$ cat config.mk
export PLATFORM = sky130hd
export DESIGN_NAME = six_key_rollover_report_core
export DESIGN_NICKNAME = d
export VERILOG_FILES = /design/src/rtl/core/skr_pkg.sv /design/src/rtl/core/skr_match.sv /design/src/rtl/core/skr_table.sv /design/src/rtl/core/six_key_rollover_report_core.sv
export SDC_FILE = /design/constraint.sdc
export NUM_CORES = 1
export LEC_CHECK = 0
export ABC_AREA = 1
export BUFFER_PORTS_ARGS = -buffer_cell sky130_fd_sc_hd__buf_2
export CORE_MARGIN = 3
export CORE_UTILIZATION = 44
export CTS_CLUSTER_DIAMETER = 120
export DETAILED_ROUTE_END_ITERATION = 16
export GPL_TIMING_DRIVEN = 0
export HOLD_SLACK_MARGIN = 0.06
export PLACE_DENSITY = 0.73
export SKIP_LAST_GASP = 1
export SYNTH_ARGS = -nofsm -noshare
export SYNTH_HDL_FRONTEND = slang
export SYNTH_SLANG_ARGS = --single-unit
$ cat constraint.sdc
create_clock -name aclk -period 3.45 [get_ports aclk]
set_clock_uncertainty 0.2 [all_clocks]
set_input_delay 0.345 -clock aclk [delete_from_list [all_inputs] [get_ports aclk]]
set_output_delay 0.345 -clock aclk [all_outputs]
set_load 0.1 [all_outputs]
$ cat src/rtl/core/skr_pkg.sv
package skr_pkg;

    localparam int KEY_W      = 8;
    localparam int SLOT_STORE = 6;
    localparam int PACK_W     = $clog2(SLOT_STORE + 1);
    localparam int MOD_W      = 8;
    localparam int LED_W      = 3;

    // event kinds carried on s_tuser
    localparam logic [1:0] FUNC_KEY     = 2'd0;
    localparam logic [1:0] FUNC_MOD_SET = 2'd1;
    localparam logic [1:0] FUNC_MOD_CLR = 2'd2;

    localparam logic [KEY_W-1:0] KEY_NUM_LOCK    = 8'h53;
    localparam logic [KEY_W-1:0] KEY_CAPS_LOCK   = 8'h39;
    localparam logic [KEY_W-1:0] KEY_SCROLL_LOCK = 8'h47;

    localparam int LED_NUM    = 0;
    localparam int LED_CAPS   = 1;
    localparam int LED_SCROLL = 2;

    typedef enum logic [2:0] {
        ST_IDLE,
        ST_SCAN,
        ST_INSERT,
        ST_PACK,
        ST_DONE
    } seq_state_t;

    typedef struct packed {
        logic             start;
        logic             key_op;
        logic             press;
        logic [KEY_W-1:0] code;
    } table_cmd_t;

    typedef struct packed {
        logic idle;
        logic done;
    } table_status_t;

    typedef struct packed {
        logic eq;
        logic empty;
    } match_t;

endpackage

$ cat src/rtl/core/skr_match.sv
module skr_match
    import skr_pkg::*;
(
    input  logic [KEY_W-1:0] slot_key,
    input  logic [KEY_W-1:0] probe_key,
    output match_t           match
);

    assign match.eq    = (slot_key == probe_key);
    assign match.empty = (slot_key == '0);

endmodule

$ cat src/rtl/core/skr_table.sv
module skr_table
    import skr_pkg::*;
#(
    parameter int ROLLOVER_SLOTS = 6
) (
    input  logic             aclk,
    input  logic             aresetn,
    input  table_cmd_t       cmd,
    input  logic             ack,
    output table_status_t    status,
    output logic [KEY_W-1:0] keys [SLOT_STORE]
);

    localparam int IDX_W = (ROLLOVER_SLOTS > 1) ? $clog2(ROLLOVER_SLOTS) : 1;
    localparam logic [IDX_W-1:0] LAST_IDX = IDX_W'(ROLLOVER_SLOTS - 1);

    seq_state_t       state_reg, state_next;
    logic [IDX_W-1:0] idx_reg, idx_next;
    logic [IDX_W-1:0] empty_idx_reg, empty_idx_next;
    logic             hit_reg, hit_next;
    logic             found_reg, found_next;
    logic [KEY_W-1:0] code_reg;
    logic             press_reg;
    logic [PACK_W-1:0] cnt_reg, cnt_next;

    logic [KEY_W-1:0] slot_reg [ROLLOVER_SLOTS];
    logic [KEY_W-1:0] pack_reg [SLOT_STORE];

    logic             wr_en;
    logic [IDX_W-1:0] wr_idx;
    logic [KEY_W-1:0] wr_data;
    logic             pack_clr;
    logic             pack_wr;

    logic [KEY_W-1:0] rd_key;
    match_t           match;

    assign rd_key = slot_reg[idx_reg];

    skr_match u_match (
        .slot_key  (rd_key),
        .probe_key (code_reg),
        .match     (match)
    );

    always_ff @(posedge aclk) begin
        if (!aresetn) begin
            state_reg <= ST_IDLE;
            idx_reg   <= '0;
            hit_reg   <= 1'b0;
            found_reg <= 1'b0;
            cnt_reg   <= '0;
        end else begin
            state_reg <= state_next;
            idx_reg   <= idx_next;
            hit_reg   <= hit_next;
            found_reg <= found_next;
            cnt_reg   <= cnt_next;
        end
    end

    always_ff @(posedge aclk) begin
        empty_idx_reg <= empty_idx_next;
        if (cmd.start) begin
            code_reg  <= cmd.code;
            press_reg <= cmd.press;
        end
    end

    always_ff @(posedge aclk) begin
        if (!aresetn) begin
            for (int i = 0; i < ROLLOVER_SLOTS; i++) begin
                slot_reg[i] <= '0;
            end
        end else if (wr_en) begin
            slot_reg[wr_idx] <= wr_data;
        end
    end

    always_ff @(posedge aclk) begin
        if (pack_clr) begin
            for (int i = 0; i < SLOT_STORE; i++) begin
                pack_reg[i] <= '0;
            end
        end else if (pack_wr) begin
            pack_reg[cnt_reg] <= rd_key;
        end
    end

    always_comb begin
        state_next     = state_reg;
        idx_next       = idx_reg;
        empty_idx_next = empty_idx_reg;
        hit_next       = hit_reg;
        found_next     = found_reg;
        cnt_next       = cnt_reg;
        wr_en          = 1'b0;
        wr_idx         = idx_reg;
        wr_data        = '0;
        pack_clr       = 1'b0;
        pack_wr        = 1'b0;

        unique case (state_reg)
            ST_IDLE: begin
                if (cmd.start) begin
                    idx_next   = '0;
                    hit_next   = 1'b0;
                    found_next = 1'b0;
                    cnt_next   = '0;
                    pack_clr   = 1'b1;
                    state_next = cmd.key_op ? ST_SCAN : ST_PACK;
                end
            end
            ST_SCAN: begin
                if (match.eq) begin
                    hit_next = 1'b1;
                    // release drops every slot holding the code
                    wr_en    = !press_reg;
                end
                if (match.empty && !found_reg) begin
                    found_next     = 1'b1;
                    empty_idx_next = idx_reg;
                end
                if (idx_reg == LAST_IDX) begin
                    idx_next   = '0;
                    state_next = ST_INSERT;
                end else begin
                    idx_next = idx_reg + IDX_W'(1);
                end
            end
            ST_INSERT: begin
                // a press of a code not yet held takes the lowest empty slot
                wr_en      = press_reg && !hit_reg && found_reg;
                wr_idx     = empty_idx_reg;
                wr_data    = code_reg;
                state_next = ST_PACK;
            end
            ST_PACK: begin
                if (!match.empty) begin
                    pack_wr  = 1'b1;
                    cnt_next = cnt_reg + PACK_W'(1);
                end
                if (idx_reg == LAST_IDX) begin
                    idx_next   = '0;
                    state_next = ST_DONE;
                end else begin
                    idx_next = idx_reg + IDX_W'(1);
                end
            end
            ST_DONE: begin
                if (ack) begin
                    state_next = ST_IDLE;
                end
            end
            default: begin
                state_next = ST_IDLE;
            end
        endcase
    end

    assign status.idle = (state_reg == ST_IDLE);
    assign status.done = (state_reg == ST_DONE);

    always_comb begin
        for (int i = 0; i < SLOT_STORE; i++) begin
            keys[i] = pack_reg[i];
        end
    end

endmodule

$ cat src/rtl/core/six_key_rollover_report_core.sv
// Keyboard report engine with a rollover table of ROLLOVER_SLOTS key slots.
// Each input word is one event (key press or release, modifier set or clear)
// and yields exactly one report word: the held keys compacted in slot order
// and padded with zeros, then the modifier byte and the three lock LED bits.
// A single comparator walks the table one slot per cycle: a key event with a
// nonzero code runs a scan pass, an insert step, a pack pass, the result load
// in ST_DONE and the idle state before the next acceptance; any other event
// skips the scan pass and the insert step. s_tready is low while an event is in
// progress; a finished report waits in ST_DONE until the output register is free.
module six_key_rollover_report_core
    import skr_pkg::*;
#(
    parameter int ROLLOVER_SLOTS = 6
) (
    input  logic        aclk,
    input  logic        aresetn,
    input  logic        s_tvalid,
    output logic        s_tready,
    input  logic [23:0] s_tdata,  // key_code[7:0], pressed[8], mod_mask[16:9], zero pad
    input  logic [1:0]  s_tuser,  // func
    output logic        m_tvalid,
    input  logic        m_tready,
    output logic [63:0] m_tdata   // report_key_0..5 [47:0], report_modifiers [55:48],
                                  // report_leds [58:56], zero pad
);

    logic [KEY_W-1:0] in_code;
    logic             in_pressed;
    logic [MOD_W-1:0] in_mask;
    logic             accept;
    logic             ack;

    logic [MOD_W-1:0] mod_reg, mod_next;
    logic [LED_W-1:0] led_reg, led_next;
    logic             m_tvalid_reg;
    logic [63:0]      m_tdata_reg;

    table_cmd_t       cmd;
    table_status_t    status;
    logic [KEY_W-1:0] keys [SLOT_STORE];

    assign in_code    = s_tdata[7:0];
    assign in_pressed = s_tdata[8];
    assign in_mask    = s_tdata[16:9];

    assign s_tready = status.idle;
    assign accept   = s_tvalid && s_tready;
    assign ack      = status.done && (!m_tvalid_reg || m_tready);

    assign cmd.start  = accept;
    assign cmd.key_op = (s_tuser == FUNC_KEY) && (in_code != '0);
    assign cmd.press  = in_pressed;
    assign cmd.code   = in_code;

    skr_table #(
        .ROLLOVER_SLOTS (ROLLOVER_SLOTS)
    ) u_table (
        .aclk    (aclk),
        .aresetn (aresetn),
        .cmd     (cmd),
        .ack     (ack),
        .status  (status),
        .keys    (keys)
    );

    always_comb begin
        mod_next = mod_reg;
        led_next = led_reg;
        if (accept) begin
            unique case (s_tuser)
                FUNC_KEY: begin
                    // lock keys follow the key level, no toggling
                    if (in_code == KEY_NUM_LOCK) begin
                        led_next[LED_NUM] = in_pressed;
                    end else if (in_code == KEY_CAPS_LOCK) begin
                        led_next[LED_CAPS] = in_pressed;
                    end else if (in_code == KEY_SCROLL_LOCK) begin
                        led_next[LED_SCROLL] = in_pressed;
                    end
                end
                FUNC_MOD_SET: mod_next = mod_reg | in_mask;
                FUNC_MOD_CLR: mod_next = mod_reg & ~in_mask;
                default: ;
            endcase
        end
    end

    always_ff @(posedge aclk) begin
        if (!aresetn) begin
            mod_reg      <= '0;
            led_reg      <= '0;
            m_tvalid_reg <= 1'b0;
        end else begin
            mod_reg <= mod_next;
            led_reg <= led_next;
            if (ack) begin
                m_tvalid_reg <= 1'b1;
            end else if (m_tready) begin
                m_tvalid_reg <= 1'b0;
            end
        end
    end

    always_ff @(posedge aclk) begin
        if (ack) begin
            m_tdata_reg <= {5'b0, led_reg, mod_reg, keys[5], keys[4], keys[3],
                            keys[2], keys[1], keys[0]};
        end
    end

    assign m_tvalid = m_tvalid_reg;
    assign m_tdata  = m_tdata_reg;

endmodule

==> metrics.md <==
| Metric | Value |
|---|---|
| Status | complete, no violations |
| Clock transition at path regs | 0.06 ns |
| Sequential power share | 0.493 |
| Iter 0 DRT Violations | 538 |
| Slew @ Worst Pin | 0.963 ns |
| Relative slew slack | 0.356 |
| ANT nets after route | 0 |
| Tcrit/Tclk final | 0.968 |
| Ratio of cells with drive above 1 in the final layout | 0.195 |
| Drc violations | 0 |
| Commonest cells after routing, fill and taps aside | 183 x edfxtp_1, 140 x nand2_1, 123 x nor2_1 |
| Hold/Removal Path Class | in -> reg |
| Critical-path top delay cell | o21ai_1 |
| Post-DP Area | 9420 um^2 |
| Antenna diode count | 0 |
| Cell area after layout | 10300 um^2 |
| Worst slack, placed | -0.107 ns |
| Worst Path Buf+Inv | 4 |
| Library cells used by synthesis | 43 |
| Worst-skew pair later-pin latency | 0.50 ns |
| Worst Path Arrival | 3.27 ns |
| Vias in the first global route | 5528 |
| Int Power | 4.83 mW |
| Critical path startpoint category | register |
| DR vias/cell | 5.02 |
| Post-synth ARST share | 0 |
| DR pass1 iterations | 5 |
| Crit. End Element | register |
| Via count | 5818 |
| F_max | 299 MHz |
| Gr ovfl total | 0 |
| Max cap viols | 0 |
| PortBufs | 82 |
| Die Ht | 146 um |
| Placed cells | 1102 |
| Detailed Place HPWL | 12.6 mm |
| FF-to-FF setup slack | 0.11 ns |
| Post-synth EDFFs | 183 |
| Total design power | 6.69 mW |
| Htree depth | 1 |
| Non-filler instance count after layout | 1159 |
| Power Density | 648 nW/um^2 |
| Fin worst setup slack | 0.111 ns |
| CTS Buf Count | 22 |
| Period minus WS final | 3.34 ns |
| Total routed wirelength | 18.5 mm |
| Post-synthesis register bit count | 209 |
| CP Data Required Time | 3.38 ns |
| GP Congestion | 0.871 |
| Sum Neg Setup Slack | 0 ns |
| Overall Global Routing Usage | 0.172 |
| Synthesized area per cell | 11.4 um^2 |
| # clock sinks | 209 |
| Gate Count Post-Synth | 754 |
| Net Sw Power | 1.86 mW |
| Crit-path cells | inv_2 -> buf_2 -> nand2_1 -> nand3_1 -> nand3_1 -> nand2_1 -> nand4_1 -> nor3_1 -> nand3_1 -> nand2_1 -> inv_1 -> nand2_1 -> inv_1 -> o21ai_1 |
| Site row count | 50 |
| Synthesis-to-layout area growth | 19.8% |
| Die span in x | 146 um |
| Most common cell after layout, fill and taps aside | edfxtp_1 |
| Final hold vios | 0 |
| Avg WL per Cell | 16.0 um |
| Full die area | 21300 um^2 |
| Fin nets | 917 |
| Root Buffer | clkbuf_16 |
| Crit path max-delay family | simple AND/OR/NAND/NOR gates |
| Final setup fails | 0 |
| Combinational share of power | 0.160 |
| Leak Pwr | 4.07 nW |
| Setup bufs post-CTS | 0 |
| CTS tree | built |
| Maximum VDD drop | 443 uV |
| Post-Syn Area | 8620 um^2 |
| Worst-path fanout max | 10 |
| Final Max Tran Viols | 0 |
| WHS | 0.0785 ns |
| Most frequent CP cell | nand2_1 |
| CP max stage delay | 0.58 ns |
| Worst-case clock buffer depth | 3 |
| Register area share after synthesis | 0.698 |
| Initial Util | 0.455 |
| Switching share of power | 0.278 |
| First-pass GRT wire length | 29.2 mm |
| Top-Level Pins | 96 |
| Total core area | 19000 um^2 |
| Layout Utilization | 0.545 |
| Max FFs per register | 64 |
| Syn. warnings | 0 |
| Pin count of the biggest net entering global routing | 33 |
| Crit Path Class | reg -> reg |
| Unrepaired setup endpoints after global routing | true |
| Clock power frac | 0.347 |
| Antenna violations before repair | 0 |
| Synth Flop Type | edfxtp_1 |
==> path summary, 6_finish.rpt <==
| check | start | to | depth (start not counted) |
|---|---|---|---|
| hold / removal | s_tvalid | u_table.state_reg[0]$_SDFFE_PN0P_ | 5 |
| hold reg to reg | u_table.pack_reg[2][0]$_SDFFCE_PN0P_ | m_tdata[16]$_DFFE_PP_ | 0 |
| setup reg to reg | register | u_table.pack_reg[4][4]$_SDFFCE_PN0P_ | 14 |
| setup / recovery | register | u_table.pack_reg[4][4]$_SDFFCE_PN0P_ | 14 |
==> cells in the mapped netlist (all sizes together) (2+ instances only) <==
cell type,number,area [um^2]
nor4,3,18.8
a311oi,8,70.1
ha,3,37.5
nand3,56,368
dfxtp,26,521
a31oi,2,12.5
o21ai,17,88.8
nand4,5,46.3
buf,20,159
edfxtp,183,5500
nand2,148,586
or2,2,12.5
nor2,131,509
nand3b,2,15.0
nor3,15,115
clkbuf,6,22.5
a21oi,18,90.1
inv,99,372
==> cell families after synthesis <==
kind of cell	after synthesis	synth area share
AO/OA/AOI/OAI	50	0.0357
AND/OR/NAND/NOR	365	0.196
other	1	0.000435
buffers and inverters	125	0.0642
flip-flops	209	0.698
XOR/XNOR	1	0.00102
adder cells (fa/ha/maj)	3	0.00436
==> per-layer routing <==
layer	track usage	vias up	part of all wire
met5	0	-	0
met4	0.0641	0	0.038
met2	0.286	220	0.48
met3	0.0299	55	0.066
met1	0.229	2763	0.42
li1	-	2780	-
==> layout make-up <==
cell class,count,area [um^2]
Timing Repair Buffer,102,626
Clock buffer,29,577
Fill cell,1594,8630
Inverter,99,372
Tap cell,260,325
Buffer,26,181
Sequential cell,209,6020
Clock inverter,10,135
Multi-Input combinational cell,424,2100
==> power by group through the flow <==
stage | sequential [mW] | combinational, mW | clock (mW)
after floorplan | 3.40 | 0.690 | 0
after global routing | 3.32 | 1.18 | 2.45
after detailed placement | 3.35 | 1.02 | 0
final | 3.30 | 1.07 | 2.32
after global placement | 3.34 | 1.01 | 0
after CTS | 3.30 | 1.06 | 2.36
==> worst register-to-register path, cell delays in order, from the launching register on <==
cell and delay (ns):
dfxtp_1 0.32, inv_2 0.19, buf_2 0.29, nand2_1 0.09, nand3_1 0.11, nand3_1 0.16
nand2_1 0.20, nand4_1 0.11, nor3_1 0.14, nand3_1 0.21, nand2_1 0.14, inv_1 0.10
nand2_1 0.09, inv_1 0.05, o21ai_1 0.58
==> what timing repair did <==
action                                  in CTS  in global routing
hold endpoints to repair                    21                  0
endpoints found under the setup margin      16                 20
hold buffers                                18                  0
resized for setup                            2                  1
Note: power is estimated with default switching activity, not from simulation.
